<file path="config.mk">
export PLATFORM = sky130hd
export DESIGN_NAME = qr_codeword_interleave_address
export DESIGN_NICKNAME = d
export VERILOG_FILES = /design/src/rtl/qrcia_pkg.sv /design/src/rtl/qr_codeword_interleave_address.sv /design/src/rtl/qrcia_cfg.sv /design/src/rtl/qrcia_front.sv /design/src/rtl/qrcia_divpipe.sv /design/src/rtl/qrcia_post.sv
export SDC_FILE = /design/constraint.sdc
export NUM_CORES = 2
export LEC_CHECK = 0
export CAP_MARGIN = 20
export CORE_MARGIN = 2
export CORE_UTILIZATION = 55
export DETAILED_ROUTE_END_ITERATION = 10
export DONT_BUFFER_PORTS = 1
export GPL_TIMING_DRIVEN = 0
export PLACE_DENSITY_LB_ADDON = 0.15
export SYNTH_ARGS = -nofsm -noshare
export SYNTH_HDL_FRONTEND = slang
export SYNTH_SLANG_ARGS = --single-unit
</file>
<file path="constraint.sdc">
create_clock -name i_clk -period 9.1 [get_ports i_clk]
set_input_delay 1.365 -clock i_clk [delete_from_list [all_inputs] [get_ports i_clk]]
set_output_delay 1.365 -clock i_clk [all_outputs]
set_load 0.1 [all_outputs]
</file>
<file path="src/rtl/qrcia_pkg.sv">
// Shared types and constants for the QR codeword interleave address block.
`timescale 1ns / 1ps
package qrcia_pkg;

    // Register indexes on the configuration port
    localparam logic [1:0] CFG_IDX_AVAIL  = 2'd0;
    localparam logic [1:0] CFG_IDX_BLOCKS = 2'd1;
    localparam logic [1:0] CFG_IDX_EPB    = 2'd2;
    localparam logic [1:0] CFG_IDX_KIND   = 2'd3;

    // Symbol kinds
    localparam logic [1:0] KIND_REGULAR = 2'd0;
    localparam logic [1:0] KIND_MICRO   = 2'd1;
    localparam logic [1:0] KIND_TEN     = 2'd2;

    // Reset values of the configuration registers
    localparam logic [14:0] RST_AVAIL  = 15'd208;
    localparam logic [6:0]  RST_BLOCKS = 7'd1;
    localparam logic [6:0]  RST_EPB    = 7'd7;
    localparam logic [1:0]  RST_KIND   = KIND_REGULAR;

    localparam int WordBits = 13;    // word counts and word indexes
    localparam int DivSteps = WordBits;
    localparam int CfgDivSteps = 15;

    typedef struct packed {
        logic        op;
        logic [14:0] bit_index;
    } t_in;

    typedef struct packed {
        logic [14:0] bit_position;
        logic        past_end;
    } t_out;

    typedef enum logic [1:0] {
        PATH_SHORT,
        PATH_LONG,
        PATH_ECC
    } t_path;

    typedef struct packed {
        t_path      path;
        logic       past_end;
        logic [2:0] u;
    } t_tag;

    // Derived configuration, to be kept stable by the user while items are in flight; the block does not enforce it
    typedef struct packed {
        logic                ws10;
        logic [6:0]          blocks;
        logic [6:0]          epb;
        logic [13:0]         ew;
        logic [WordBits-1:0] dw;
        logic [14:0]         db;
        logic [WordBits-1:0] ds;
        logic [6:0]          lg;
        logic [6:0]          sm;
        logic [WordBits-1:0] dssm;
    } t_cfg_view;

    typedef enum logic [2:0] {
        CFG_START,
        CFG_TW,
        CFG_DS,
        CFG_PROD,
        CFG_IDLE
    } t_cfg_state;

endpackage

</file>
<file path="src/rtl/qr_codeword_interleave_address.sv">
// Top level of the QR codeword interleave address generator.
`timescale 1ns / 1ps
// Maps a bit index in the de-interleaved data stream (op 0) or error
// correction stream (op 1) to its bit position in the interleaved codeword
// buffer of a QR symbol. The block is a 17-stage pipeline: one input register,
// 13 divider stages (one quotient bit each, splitting the word index into
// block row and column), then products, word offset and the output register.
// It takes one transaction per cycle when not stalled; every stage
// has its own valid bit and stalls only when the stage below is full, so
// bubbles are squeezed out under backpressure. After reset and after every
// configuration write a layout sequencer runs (total word count, one serial
// division of data words by blocks, plus setup) to derive word counts and
// block sizes; input ready stays low while it runs.
// Configuration transactions are always accepted and should be issued only
// with the pipeline empty.
module qr_codeword_interleave_address #(
    parameter int POSITION_BITS = 15
) (
    input  logic              i_clk,
    input  logic              i_rst_n,
    // item input
    input  logic              i_in_valid,
    output logic              o_in_ready,
    input  qrcia_pkg::t_in    i_in_data,
    // result output
    output logic              o_out_valid,
    input  logic              i_out_ready,
    output qrcia_pkg::t_out   o_out_data,
    // configuration writes
    input  logic              i_cfg_valid,
    output logic              o_cfg_ready,
    input  logic [1:0]        i_cfg_index,
    input  logic [14:0]       i_cfg_data
);
    import qrcia_pkg::*;

    t_cfg_view           view;
    logic                cfg_busy;
    logic                front_ready;
    logic                fr_valid, fr_ready;
    logic [WordBits-1:0] fr_num, fr_den;
    t_tag                fr_tag;
    logic                dv_valid, dv_ready;
    logic [WordBits-1:0] dv_quo, dv_rem;
    t_tag                dv_tag;

    assign o_cfg_ready = 1'b1;

    qrcia_cfg u_cfg (
        .i_clk       (i_clk),
        .i_rst_n     (i_rst_n),
        .i_cfg_valid (i_cfg_valid),
        .i_cfg_index (i_cfg_index),
        .i_cfg_data  (i_cfg_data),
        .o_busy      (cfg_busy),
        .o_view      (view)
    );

    // hold off items until the layout is derived
    assign o_in_ready = front_ready && !cfg_busy;

    qrcia_front u_front (
        .i_clk   (i_clk),
        .i_rst_n (i_rst_n),
        .i_view  (view),
        .i_valid (i_in_valid && !cfg_busy),
        .o_ready (front_ready),
        .i_data  (i_in_data),
        .o_valid (fr_valid),
        .i_ready (fr_ready),
        .o_num   (fr_num),
        .o_den   (fr_den),
        .o_tag   (fr_tag)
    );

    qrcia_divpipe u_div (
        .i_clk   (i_clk),
        .i_rst_n (i_rst_n),
        .i_valid (fr_valid),
        .o_ready (fr_ready),
        .i_num   (fr_num),
        .i_den   (fr_den),
        .i_tag   (fr_tag),
        .o_valid (dv_valid),
        .i_ready (dv_ready),
        .o_quo   (dv_quo),
        .o_rem   (dv_rem),
        .o_tag   (dv_tag)
    );

    qrcia_post #(
        .POSITION_BITS (POSITION_BITS)
    ) u_post (
        .i_clk   (i_clk),
        .i_rst_n (i_rst_n),
        .i_view  (view),
        .i_valid (dv_valid),
        .o_ready (dv_ready),
        .i_quo   (dv_quo),
        .i_rem   (dv_rem),
        .i_tag   (dv_tag),
        .o_valid (o_out_valid),
        .i_ready (i_out_ready),
        .o_data  (o_out_data)
    );

`ifndef SYNTHESIS
    // a configuration transaction restarts the layout sequencer
    a_cfg_blocks_input: assert property (@(posedge i_clk) disable iff (!i_rst_n)
        (i_cfg_valid && o_cfg_ready) |=> !o_in_ready)
        else $error("input ready right after a configuration transaction");

    // no item taken in the first cycle out of reset
    a_reset_blocks_input: assert property (@(posedge i_clk)
        $rose(i_rst_n) |-> !o_in_ready)
        else $error("input ready before layout derived");

    // past end results carry a zero position
    a_past_end_zero: assert property (@(posedge i_clk) disable iff (!i_rst_n)
        (o_out_valid && o_out_data.past_end) |-> (o_out_data.bit_position == 15'd0))
        else $error("nonzero position on past end result");

    // a stalled result keeps its value
    a_out_hold: assert property (@(posedge i_clk) disable iff (!i_rst_n)
        (o_out_valid && !i_out_ready) |=> (o_out_valid && $stable(o_out_data)))
        else $error("result changed while stalled");
`endif

endmodule

</file>
<file path="src/rtl/qrcia_cfg.sv">
// Configuration registers and sequencer that derives the block layout.
`timescale 1ns / 1ps
module qrcia_cfg (
    input  logic                 i_clk,
    input  logic                 i_rst_n,
    input  logic                 i_cfg_valid,
    input  logic [1:0]           i_cfg_index,
    input  logic [14:0]          i_cfg_data,
    output logic                 o_busy,
    output qrcia_pkg::t_cfg_view o_view
);
    import qrcia_pkg::*;

    logic [14:0] r_avail;
    logic [6:0]  r_blocks_raw;
    logic [6:0]  r_epb;
    logic [1:0]  r_kind;

    t_cfg_state r_state, n_state;

    // restoring divider for data words over blocks, one quotient bit per cycle
    logic [6:0]  r_dv_rem;
    logic [14:0] r_dv_quo;
    logic [6:0]  r_dv_den;
    logic [3:0]  r_dv_cnt;
    logic        dv_load;
    logic [14:0] dv_num;
    logic [6:0]  dv_den;
    logic        dv_done;
    logic [7:0]  dv_trial;
    logic        dv_ge;

    // bits / 10 by reciprocal multiply, exact for 15-bit operands
    logic [30:0]         tw10_prod;
    logic [WordBits-1:0] r_tw10;

    logic [13:0]         r_ew;
    logic [WordBits-1:0] r_dw;
    logic [14:0]         r_db;
    logic [WordBits-1:0] r_ds;
    logic [6:0]          r_lg;
    logic [6:0]          r_sm;
    logic [WordBits-1:0] r_dssm;

    logic [6:0]          blocks;
    logic                micro;
    logic                ws10;
    logic [15:0]         av_p7;
    logic [WordBits-1:0] tw;
    logic [13:0]         ew;
    logic [13:0]         dw_diff;
    logic [WordBits-1:0] dw;
    logic [16:0]         nib;
    logic [16:0]         ew8;
    logic [16:0]         db_micro;
    logic [16:0]         db_word;
    logic [14:0]         db;
    logic [6:0]          sm;
    logic [19:0]         dssm_full;

    assign blocks = (r_blocks_raw == 7'd0) ? 7'd1 : r_blocks_raw;
    assign micro  = (r_kind == KIND_MICRO);
    assign ws10   = (r_kind == KIND_TEN);

    always_ff @(posedge i_clk) begin
        if (!i_rst_n) begin
            r_avail      <= RST_AVAIL;
            r_blocks_raw <= RST_BLOCKS;
            r_epb        <= RST_EPB;
            r_kind       <= RST_KIND;
        end else if (i_cfg_valid) begin
            case (i_cfg_index)
                CFG_IDX_AVAIL:  r_avail      <= i_cfg_data;
                CFG_IDX_BLOCKS: r_blocks_raw <= i_cfg_data[6:0];
                CFG_IDX_EPB:    r_epb        <= i_cfg_data[6:0];
                CFG_IDX_KIND:   r_kind       <= i_cfg_data[1:0];
                default: ;
            endcase
        end
    end

    // divider
    assign dv_done  = (r_dv_cnt == 4'd0);
    assign dv_trial = {r_dv_rem, r_dv_quo[14]};
    assign dv_ge    = (dv_trial >= {1'b0, r_dv_den});

    always_ff @(posedge i_clk) begin
        if (!i_rst_n) begin
            r_dv_cnt <= 4'd0;
        end else if (dv_load) begin
            r_dv_cnt <= 4'(CfgDivSteps);
        end else if (!dv_done) begin
            r_dv_cnt <= r_dv_cnt - 4'd1;
        end
    end

    always_ff @(posedge i_clk) begin
        if (dv_load) begin
            r_dv_rem <= 7'd0;
            r_dv_quo <= dv_num;
            r_dv_den <= dv_den;
        end else if (!dv_done) begin
            r_dv_rem <= dv_ge ? 7'(dv_trial - {1'b0, r_dv_den}) : dv_trial[6:0];
            r_dv_quo <= {r_dv_quo[13:0], dv_ge};
        end
    end

    // 52429 / 2^19 sits just above 1/10
    assign tw10_prod = {16'd0, r_avail} * 31'd52429;

    // layout from the total word count
    assign av_p7   = {1'b0, r_avail} + 16'd7;
    assign tw      = ws10  ? r_tw10 :
                     micro ? av_p7[15:3] : {1'b0, r_avail[14:3]};
    assign ew      = 14'(r_epb * blocks);
    assign dw_diff = {1'b0, tw} - ew;
    assign dw      = ({1'b0, tw} > ew) ? dw_diff[WordBits-1:0] : '0;
    assign nib     = {2'b00, r_avail[14:2], 2'b00};
    assign ew8     = {ew, 3'b000};
    assign db_micro = (nib > ew8) ? (nib - ew8) : 17'd0;
    assign db_word  = {1'b0, dw, 3'b000} + (ws10 ? {3'b000, dw, 1'b0} : 17'd0);
    assign db       = micro ? db_micro[14:0] : db_word[14:0];
    assign sm        = blocks - r_lg;
    assign dssm_full = r_ds * sm;

    always_ff @(posedge i_clk) begin
        if (!i_rst_n) begin
            r_state <= CFG_START;
        end else begin
            r_state <= n_state;
        end
    end

    always_comb begin
        n_state = r_state;
        case (r_state)
            CFG_START: n_state = CFG_TW;
            CFG_TW:    n_state = CFG_DS;
            CFG_DS:    if (dv_done) n_state = CFG_PROD;
            CFG_PROD:  n_state = CFG_IDLE;
            CFG_IDLE:  n_state = CFG_IDLE;
            default:   n_state = CFG_START;
        endcase
        if (i_cfg_valid) n_state = CFG_START;
    end

    always_comb begin
        dv_load = (r_state == CFG_TW);
        dv_num  = {2'b00, dw};
        dv_den  = blocks;
    end

    always_ff @(posedge i_clk) begin
        if (r_state == CFG_START) begin
            r_tw10 <= {1'b0, tw10_prod[30:19]};
        end
        if (r_state == CFG_TW) begin
            r_ew <= ew;
            r_dw <= dw;
            r_db <= db;
        end
        if (r_state == CFG_DS && dv_done) begin
            r_ds <= r_dv_quo[WordBits-1:0];
            r_lg <= r_dv_rem;
        end
        if (r_state == CFG_PROD) begin
            r_sm   <= sm;
            r_dssm <= dssm_full[WordBits-1:0];
        end
    end

    assign o_busy = (r_state != CFG_IDLE);

    always_comb begin
        o_view.ws10   = ws10;
        o_view.blocks = blocks;
        o_view.epb    = r_epb;
        o_view.ew     = r_ew;
        o_view.dw     = r_dw;
        o_view.db     = r_db;
        o_view.ds     = r_ds;
        o_view.lg     = r_lg;
        o_view.sm     = r_sm;
        o_view.dssm   = r_dssm;
    end

endmodule

</file>
<file path="src/rtl/qrcia_front.sv">
// Input stage: range check, stream region select and divider operands.
`timescale 1ns / 1ps
module qrcia_front (
    input  logic                             i_clk,
    input  logic                             i_rst_n,
    input  qrcia_pkg::t_cfg_view             i_view,
    input  logic                             i_valid,
    output logic                             o_ready,
    input  qrcia_pkg::t_in                   i_data,
    output logic                             o_valid,
    input  logic                             i_ready,
    output logic [qrcia_pkg::WordBits-1:0]   o_num,
    output logic [qrcia_pkg::WordBits-1:0]   o_den,
    output qrcia_pkg::t_tag                  o_tag
);
    import qrcia_pkg::*;

    logic                r_valid;
    logic [WordBits-1:0] r_num;
    logic [WordBits-1:0] r_den;
    t_tag                r_tag;

    logic [WordBits-1:0] n;
    logic                short_rgn;
    t_tag                tag;
    logic [WordBits-1:0] num;
    logic [WordBits-1:0] den;

    assign n         = {1'b0, i_data.bit_index[14:3]};
    assign short_rgn = (n < i_view.dssm);

    always_comb begin
        tag.u = i_data.bit_index[2:0];
        if (!i_data.op) begin
            tag.past_end = (n >= i_view.dw);
            tag.path     = short_rgn ? PATH_SHORT : PATH_LONG;
            num          = short_rgn ? n : n - i_view.dssm;
            den          = short_rgn ? i_view.ds : i_view.ds + 1'b1;
        end else begin
            tag.past_end = ({1'b0, n} >= i_view.ew) || (i_view.epb == 7'd0);
            tag.path     = PATH_ECC;
            num          = n;
            den          = {{(WordBits-7){1'b0}}, i_view.epb};
        end
    end

    assign o_ready = !r_valid || i_ready;

    always_ff @(posedge i_clk) begin
        if (!i_rst_n) begin
            r_valid <= 1'b0;
        end else if (o_ready) begin
            r_valid <= i_valid;
        end
    end

    always_ff @(posedge i_clk) begin
        if (o_ready && i_valid) begin
            r_num <= num;
            r_den <= den;
            r_tag <= tag;
        end
    end

    assign o_valid = r_valid;
    assign o_num   = r_num;
    assign o_den   = r_den;
    assign o_tag   = r_tag;

endmodule

</file>
<file path="src/rtl/qrcia_divpipe.sv">
// Pipelined restoring divider, one quotient bit per stage, tag carried along.
`timescale 1ns / 1ps
module qrcia_divpipe (
    input  logic                             i_clk,
    input  logic                             i_rst_n,
    input  logic                             i_valid,
    output logic                             o_ready,
    input  logic [qrcia_pkg::WordBits-1:0]   i_num,
    input  logic [qrcia_pkg::WordBits-1:0]   i_den,
    input  qrcia_pkg::t_tag                  i_tag,
    output logic                             o_valid,
    input  logic                             i_ready,
    output logic [qrcia_pkg::WordBits-1:0]   o_quo,
    output logic [qrcia_pkg::WordBits-1:0]   o_rem,
    output qrcia_pkg::t_tag                  o_tag
);
    import qrcia_pkg::*;

    logic                r_v   [DivSteps];
    logic [WordBits-1:0] r_rem [DivSteps];
    logic [WordBits-1:0] r_num [DivSteps];
    logic [WordBits-1:0] r_den [DivSteps];
    t_tag                r_tag [DivSteps];

    logic                rdy   [DivSteps+1];
    logic                v_in  [DivSteps];
    logic [WordBits-1:0] rem_in[DivSteps];
    logic [WordBits-1:0] num_in[DivSteps];
    logic [WordBits-1:0] den_in[DivSteps];
    t_tag                tag_in[DivSteps];

    assign rdy[DivSteps] = i_ready;

    genvar k;
    generate
        for (k = 0; k < DivSteps; k++) begin : g_stage
            logic [WordBits:0] trial;
            logic              ge;

            if (k == 0) begin : g_first
                assign v_in[k]   = i_valid;
                assign rem_in[k] = '0;
                assign num_in[k] = i_num;
                assign den_in[k] = i_den;
                assign tag_in[k] = i_tag;
            end else begin : g_next
                assign v_in[k]   = r_v[k-1];
                assign rem_in[k] = r_rem[k-1];
                assign num_in[k] = r_num[k-1];
                assign den_in[k] = r_den[k-1];
                assign tag_in[k] = r_tag[k-1];
            end

            assign rdy[k] = !r_v[k] || rdy[k+1];
            assign trial  = {rem_in[k], num_in[k][WordBits-1]};
            assign ge     = (trial >= {1'b0, den_in[k]});

            always_ff @(posedge i_clk) begin
                if (!i_rst_n) begin
                    r_v[k] <= 1'b0;
                end else if (rdy[k]) begin
                    r_v[k] <= v_in[k];
                end
            end

            always_ff @(posedge i_clk) begin
                if (rdy[k] && v_in[k]) begin
                    r_rem[k] <= ge ? WordBits'(trial - {1'b0, den_in[k]})
                                   : trial[WordBits-1:0];
                    r_num[k] <= {num_in[k][WordBits-2:0], ge};
                    r_den[k] <= den_in[k];
                    r_tag[k] <= tag_in[k];
                end
            end
        end
    endgenerate

    assign o_ready = rdy[0];
    assign o_valid = r_v[DivSteps-1];
    assign o_quo   = r_num[DivSteps-1];
    assign o_rem   = r_rem[DivSteps-1];
    assign o_tag   = r_tag[DivSteps-1];

endmodule

</file>
<file path="src/rtl/qrcia_post.sv">
// Back end: column/row to word offset, word size scaling and output register.
`timescale 1ns / 1ps
module qrcia_post #(
    parameter int POSITION_BITS = 15
) (
    input  logic                             i_clk,
    input  logic                             i_rst_n,
    input  qrcia_pkg::t_cfg_view             i_view,
    input  logic                             i_valid,
    output logic                             o_ready,
    input  logic [qrcia_pkg::WordBits-1:0]   i_quo,
    input  logic [qrcia_pkg::WordBits-1:0]   i_rem,
    input  qrcia_pkg::t_tag                  i_tag,
    output logic                             o_valid,
    input  logic                             i_ready,
    output qrcia_pkg::t_out                  o_data
);
    import qrcia_pkg::*;

    localparam int ProdW = WordBits + 7;
    localparam int SumW  = ProdW + 1;
    localparam int PosW  = SumW + 4;
    localparam logic [PosW-1:0] PosMask = PosW'((64'd1 << POSITION_BITS) - 64'd1);

    // stage A: products
    logic                r_a_v;
    logic [ProdW-1:0]    r_a_p1;
    logic [ProdW-1:0]    r_a_p2;
    logic [WordBits-1:0] r_a_y;
    t_tag                r_a_tag;
    // stage B: word offset
    logic                r_b_v;
    logic [SumW-1:0]     r_b_t;
    t_tag                r_b_tag;
    // stage C: output
    logic                r_c_v;
    t_out                r_c_data;

    logic                rdy_a, rdy_b, rdy_c;
    logic [WordBits:0]   x_p1;
    logic [WordBits-1:0] c;
    logic                is_long;
    logic [6:0]          m1_a;
    logic [WordBits-1:0] m1_b;
    logic [SumW-1:0]     t_sum;
    logic [PosW-1:0]     t_scaled;
    logic [PosW-1:0]     pos;
    logic [PosW-1:0]     pos_masked;

    assign rdy_c = !r_c_v || i_ready;
    assign rdy_b = !r_b_v || rdy_c;
    assign rdy_a = !r_a_v || rdy_b;

    // long blocks: column c = min(x + 1, ds) counts the short blocks ahead
    assign is_long = (i_tag.path == PATH_LONG);
    assign x_p1    = {1'b0, i_rem} + 1'b1;
    assign c       = (x_p1 < {1'b0, i_view.ds}) ? x_p1[WordBits-1:0] : i_view.ds;
    assign m1_a    = is_long ? i_view.sm : i_view.blocks;
    assign m1_b    = is_long ? c : i_rem;

    always_ff @(posedge i_clk) begin
        if (!i_rst_n) begin
            r_a_v <= 1'b0;
            r_b_v <= 1'b0;
            r_c_v <= 1'b0;
        end else begin
            if (rdy_a) r_a_v <= i_valid;
            if (rdy_b) r_b_v <= r_a_v;
            if (rdy_c) r_c_v <= r_b_v;
        end
    end

    always_ff @(posedge i_clk) begin
        if (rdy_a && i_valid) begin
            r_a_p1  <= m1_a * m1_b;
            r_a_p2  <= is_long ? i_view.lg * i_rem : '0;
            r_a_y   <= i_quo;
            r_a_tag <= i_tag;
        end
    end

    assign t_sum = SumW'(r_a_p1) + SumW'(r_a_p2) + SumW'(r_a_y);

    always_ff @(posedge i_clk) begin
        if (rdy_b && r_a_v) begin
            r_b_t   <= t_sum;
            r_b_tag <= r_a_tag;
        end
    end

    // t * 8 or t * 10, plus the data region length on the ECC stream, plus the bit within the word
    assign t_scaled   = {r_b_t, 3'b000} + (i_view.ws10 ? PosW'({r_b_t, 1'b0}) : '0);
    assign pos        = t_scaled
                      + ((r_b_tag.path == PATH_ECC) ? PosW'(i_view.db) : '0)
                      + PosW'(r_b_tag.u);
    assign pos_masked = pos & PosMask;

    always_ff @(posedge i_clk) begin
        if (rdy_c && r_b_v) begin
            r_c_data.past_end     <= r_b_tag.past_end;
            r_c_data.bit_position <= r_b_tag.past_end ? 15'd0 : pos_masked[14:0];
        end
    end

    assign o_ready = rdy_a;
    assign o_valid = r_c_v;
    assign o_data  = r_c_data;

endmodule

</file>
* After elaboration in Yosys (flattened, before gate mapping) *
Memories as Yosys holds them, arrays and structs flattened. A register that Yosys moved wholly into a read port is not among the register bits.
Index checks and enable logic that the tools add are counted.

word-level totals
  register bits = 267
  RAM bits = 598
  input port bits = 38
  output and inout bits = 19
  logic and storage cells = 311
  memories = 5

cells by class
  add/subtract/negate cells = 28
  multiply operators = 5
  magnitude comparators = 20
  equal/unequal tests = 14
  muxes and demuxes = 117
  bitwise operators = 14
  reductions and logical operators = 68

memory list
  name         depth  width  read ports  clocked after Yosys merged registers in  write ports  RTL line             RTL
  u_div.r_den  13     13     12          0                                        13           qrcia_divpipe.sv:22  logic [WordBits-1:0] r_den [DivSteps];
  u_div.r_num  13     13     13          1                                        13           qrcia_divpipe.sv:21  logic [WordBits-1:0] r_num [DivSteps];
  u_div.r_rem  13     13     13          0                                        13           qrcia_divpipe.sv:20  logic [WordBits-1:0] r_rem [DivSteps];
  u_div.r_tag  13     6      13          0                                        13           qrcia_divpipe.sv:23  t_tag r_tag [DivSteps];
  u_div.r_v    13     1      13          0                                        13           qrcia_divpipe.sv:19  logic r_v [DivSteps];

operators by type and width
  kind                                                                    count
  13-bit 2-to-1 mux                                                       21
  13-bit subtractor                                                       13
  14-bit by 13-bit greater-or-equal comparator with 1-bit output          12
  1-bit 2-to-1 mux                                                        81
  15-bit 2-to-1 mux                                                       4
  15-bit adder                                                            3
  15-bit by 16-bit multiplier with 31-bit output (second input constant)  1
  7-bit by 13-bit multiplier with 14-bit output                           2
  7-bit 2-to-1 mux                                                        4
  12-bit 2-to-1 mux                                                       2
  1-bit logical AND                                                       20
  1-bit zero test                                                         18
  1-bit logical OR                                                        18
  15-bit by 17-bit > comparator with 1-bit output                         1
  15-bit by 3-bit adder with 16-bit output (second input constant)        1
  15-bit by 3-bit adder with 15-bit output                                1
  15-bit subtractor                                                       1
  13-bit by 1-bit adder with 14-bit output (second input constant)        1
  14-bit by 13-bit adder with 14-bit output                               1
  14-bit adder                                                            1
  12-bit by 14-bit greater-or-equal comparator with 1-bit output          1
  13-bit by 14-bit > comparator with 1-bit output                         1
  7-bit zero test                                                         2
  14-bit by 13-bit < comparator with 1-bit output                         1
  29 further kinds                                                        55

* Longest topological paths before layout *
  word-level depth = 21
  gate-level depth with buffers = 38
  mapped depth without buffers = 36

* Hierarchy *
Synthesis repeated with hierarchy kept, for this count alone.

unflattened totals
  cell total of the unflattened synthesis = 4882
  area total of the unflattened synthesis = 55718.4 um^2

modules (own cells, without submodules)
  module                          instances  cells each  area an instance (um^2)  sequential area each (um^2)
  qrcia_divpipe                   1          2090        28282.1                  17556.8
  qrcia_cfg                       1          1529        15099.5                  4334.2
  qrcia_post                      1          955         9485.3                   2552.4
  qrcia_front                     1          304         2827.7                   980.9
  qr_codeword_interleave_address  1          4           23.8                     0.0

* Worst setup path before layout *
OpenSTA, ideal clock, no wires.

  path kind = reg2reg
  start point = reg u_cfg.r_blocks_raw[6]
  end point = reg u_cfg.r_db[13], data pin
  setup time = 261 ps
  data arrival time = 7519 ps
  required time = 8839 ps
  slack = 1320 ps
  cell stages (with the launch flop) = 35
  path buffers = 3
  clock period less this slack = 7780 ps
  cell sequence = dfxtp_1 > clkbuf_1 > nand2_1 > fa_1 > fa_1 > inv_1 > fa_1 > inv_1 > fa_1 > inv_1 > ha_1 > o21a_1 > a211oi_1 > o21bai_1 > a21oi_1 > xor2_1 > ha_1 > a21o_1 > a21oi_1 > nand2_1 > o41ai_1 > a211o_1 > buf_2 > buf_2 > nor2_1 > ha_1 > nor2b_1 > o21ai_0 > a21boi_0 > o21ai_0 > a21boi_0 > o21ai_0 > a21oi_1 > o21a_1 > a311o_1

between the ends
  cells in the longest elaborated chain, start to end = 8
  elaborated cells on any way between the ends = 12
  those cells by class = add/sub (3); mul (1); order compare (2); mux (5); reduce/logical (1)

RTL lines
  element                                                                               RTL line                            RTL
  start: declaration                                                                    qrcia_cfg.sv:15                     logic [6:0] r_blocks_raw;
  start signal: assignment                                                              qrcia_cfg.sv:74                     CFG_IDX_BLOCKS: r_blocks_raw <= i_cfg_data[6:0];
  7-bit zero test                                                                       qrcia_cfg.sv:61                     assign blocks = (r_blocks_raw == 7'd0) ? 7'd1 : r_blocks_raw;
  7-bit 2-to-1 mux *                                                                    qrcia_cfg.sv:61
  7-bit by 7-bit multiplier with 14-bit output *                                        qrcia_cfg.sv:115                    assign ew = 14'(r_epb * blocks);
  13-bit subtractor or 13-bit by 14-bit > comparator with 1-bit output (tied branches)  qrcia_cfg.sv:116, qrcia_cfg.sv:117
  13-bit 2-to-1 mux *                                                                   qrcia_cfg.sv:117                    assign dw = ({1'b0, tw} > ew) ? dw_diff[WordBits-1:0] : '0;
  named net u_cfg.dw[2]                                                                 qrcia_cfg.sv:52                     logic [WordBits-1:0] dw;
  14-bit 2-to-1 mux                                                                     qrcia_cfg.sv:121                    assign db_word = {1'b0, dw, 3'b000} + (ws10 ? {3'b000, dw, 1'b0} : 17'd0);
  15-bit adder *                                                                        qrcia_cfg.sv:121
  15-bit 2-to-1 mux *                                                                   qrcia_cfg.sv:122                    assign db = micro ? db_micro[14:0] : db_word[14:0];
  named net u_cfg.db[13]                                                                qrcia_cfg.sv:57                     logic [14:0] db;
  end signal: assignment                                                                qrcia_cfg.sv:160                    r_db <= db;
  end: declaration                                                                      qrcia_cfg.sv:39                     logic [14:0] r_db;

Mark *: on every way through the listed nets, which the timed path passes. The rest lies on a longest branch.
A chain may end at the register's enable or synchronous reset.

* Worst setup path in the final report *
  start point = reg u_cfg.r_blocks_raw[2]
  end point = reg u_cfg.r_db[13], data pin

Same word-level chain as after synthesis.

==> flow_metrics.env <==
export IMPL_status="finished, final reports clean"
export IMPL_crit_buf_inv=8
export IMPL_dp_slack_ps=-429
export IMPL_yosys_area_top_type="edfxtp_1"
export IMPL_synth_commonest_cells="812 x edfxtp_1, 637 x inv_1, 493 x ha_1"
export IMPL_drtIter0Drc=2315
export IMPL_critPathMaxFanout=10
export IMPL_route_detailed_drc=0
export IMPL_area_growth_pct=9.78
export IMPL_portBuffers=0
export IMPL_fin_worst_skew_ps=46.2
export IMPL_whs_ps=413
export IMPL_cp_slowest_cell="fa_1"
export IMPL_placementRows=115
export IMPL_post_dp_cell_area_um2=56700
export IMPL_netlist_area_um2=54600
export IMPL_max_clock_path_buffers=3
export IMPL_placed_cells=5995
export IMPL_clkTransAtPathRegs_ps=60
export IMPL_cp_top_family="adder cells"
export IMPL_wire_per_inst_um=19.3
export IMPL_synth_top_family_by_area="adder cells"
export IMPL_nets=5580
export IMPL_vias=34100
export IMPL_dieArea_um2=102000
export IMPL_cts_tree="done"
export IMPL_ant_nets=0
export IMPL_setup_ws_ps=535
export IMPL_cp_start_kind="flip-flop"
export IMPL_grtUsageTotal_pct=23.8
export IMPL_tns_ps=0
export IMPL_grt_pass1_wl_mm=189
export IMPL_num_fill_cells=7991
export IMPL_die_y_um=319
export IMPL_critPathArrivalTime_ps=8970
export IMPL_cts_buffers=93
export IMPL_synthCells=4686
export IMPL_synth_seq_cells=864
export IMPL_yosys_warnings=0
export IMPL_r2r_setup_slack_ps=540
export IMPL_grt_max_degree=40
export IMPL_start_util_pct=55.5
export IMPL_worstMarginPinSlew_ps=1070
export IMPL_synth_fp_nets=5467
export IMPL_yosysUniqueCellTypes=84
export IMPL_synthAdderAreaFrac_pct=20.5
export IMPL_overflow=0
export IMPL_design_area_um2=59900
export IMPL_hold_path_class="reg -> reg"
export IMPL_avgSynthCellArea_um2=11.6
export IMPL_cap_viol_max_count=0
export IMPL_fin_util_pct=60.9
export IMPL_antenna_found_initial=1
export IMPL_setup_viol=0
export IMPL_place_gp_congestion=0.922
export IMPL_p_total_mw=10.2
export IMPL_period_needed_ps=8560
export IMPL_ys_flop_type="edfxtp_1"
export IMPL_hold_violations=0
export IMPL_fmax_mhz=117
export IMPL_core_area_um2=98400
export IMPL_drive_gt1_share_pct=8.30
export IMPL_synth_seq_area_share_pct=46.6
export IMPL_synth_area_top_cells="edfxtp_1 45%, ha_1 11%, fa_1 9.2%"
export IMPL_grt_pass1_vias=34100
export IMPL_totalWireLength_mm=119
export IMPL_via_per_inst=5.53
export IMPL_netlist_area_leader_share_pct=44.7
export IMPL_final_period_utilization_pct=94.1
export IMPL_yosys_area_share_simple_pct=10.3
export IMPL_layout_cells_non_filler=6167
export IMPL_async_reset_ff_share_pct=0
export IMPL_critical_path_required_ps=9500
export IMPL_synth_edf_count=812
export IMPL_cts_sinks=864
export IMPL_powerDensity_nw_per_um2=171
export IMPL_power_leakage_nw=25.3
export IMPL_synth_xor_area_share_pct=4.46
export IMPL_clock_root_buffer="clkbuf_16"
export IMPL_cts_htree_levels=3
export IMPL_dp_hpwl_mm=92.9
export IMPL_vdd_drop_max_uv=158
export IMPL_ios=57
export IMPL_max_slew_margin_rel_pct=28.6
export IMPL_worstSetupPathType="reg -> reg"
export IMPL_crit_path_max_incr_delay_ps=530
export IMPL_synth_compound_area_share_pct=8.77
export IMPL_die_w_um=319
export IMPL_dr_pass1_iters=5
export IMPL_endpoint_kind="flip-flop"
export IMPL_synth_most_common_cell="edfxtp_1"
export IMPL_synthMuxAreaShare_pct=4.11
export IMPL_insertion_delay_ps=690
export IMPL_slew_viol_final=0
-- where the power goes --
group | switching, mW | internal (mW) | leakage (nW)
registers | 0.0822 | 4.49 | 7.86
clock network | 1.61 | 2.22 | 1.50
logic | 1.05 | 0.767 | 16.0
-- path summary, 6_finish.rpt --
kind	cells after the start	from	end
max	36	u_cfg.r_blocks_raw[2]$_SDFFE_PN0P_	u_cfg.r_db[13]$_DFFE_PP_
min	0	u_div.r_num[7][7]$_DFFE_PP_	u_div.r_num[8][8]$_DFFE_PP_
max reg2reg	36	u_cfg.r_blocks_raw[2]$_SDFFE_PN0P_	u_cfg.r_db[13]$_DFFE_PP_
min reg2reg	0	u_div.r_num[7][7]$_DFFE_PP_	u_div.r_num[8][8]$_DFFE_PP_
-- cells in the final DEF (no fill, tap or decap), drive strengths merged, types with 51 or more instances in the layout --
cell,Yosys,layout
nand3,61,61
xnor2,205,205
inv,637,641
nor2b,103,103
a21boi,52,52
mux2,142,142
nor3,72,72
o21ai,145,145
nand4,51,51
a21o,70,70
clkbuf,88,197
edfxtp,812,812
dfxtp,52,52
and2,99,99
nor2,280,280
fa,250,250
ha,493,493
xor2,65,65
nand2,415,415
a21oi,176,176
-- repair_timing --
action / 4_1_cts / 5_1_grt
endpoints found under the setup margin: 3 / 6
pin swaps: 0 / 3
setup buffers: 0 / 2
gates cloned: 0 / 0
resized for setup: 3 / 23
hold buffers: 0 / 0
-- cell type report --
cell class	count	area (um2)	share of cell area [%]
clock buffer	116	2440	4.08
clock inverter	57	678	1.13
inverter	638	2390	4.00
tap	1287	1610	2.69
buffer	105	498	0.831
sequential	864	25400	42.4
antenna	3	7.51	0.0125
multi-input combinational	3072	26400	44.1
timing repair buffer	25	433	0.723
-- state kept, by name, summed over array words and instances, names as in the netlist, 14 cells and up --
register / count
u_post.r_a_p2: 14
u_div.r_rem: 169
u_div.r_tag: 78
u_div.r_num: 169
u_cfg.r_avail: 15
u_post.r_a_p1: 14
u_post.r_b_t: 14
u_cfg.r_db: 14
u_post.o_data: 16
u_div.r_den: 156
u_cfg.r_dv_quo: 15
u_cfg.r_ew: 14
-- routing by layer --
layer	up-vias	GRT usage (%)	wire length, um
li1	16500	-	-
met4	0	8.08	3680
met3	164	4.35	7280
met2	828	38.3	55400
met1	16600	32.8	52600
met5	-	0	0
-- cells by family (layout without fill, tap and decap cells) --
logic type | after synthesis | after routing
simple gates | 1187 | 1187
flops | 864 | 864
buf+inv | 750 | 941
mux | 180 | 180
fa+ha+maj | 743 | 743
compound gates | 688 | 688
xor+xnor | 273 | 273
other cells | 1 | 4
No activity file was read; power rests on OpenSTA's default activity.
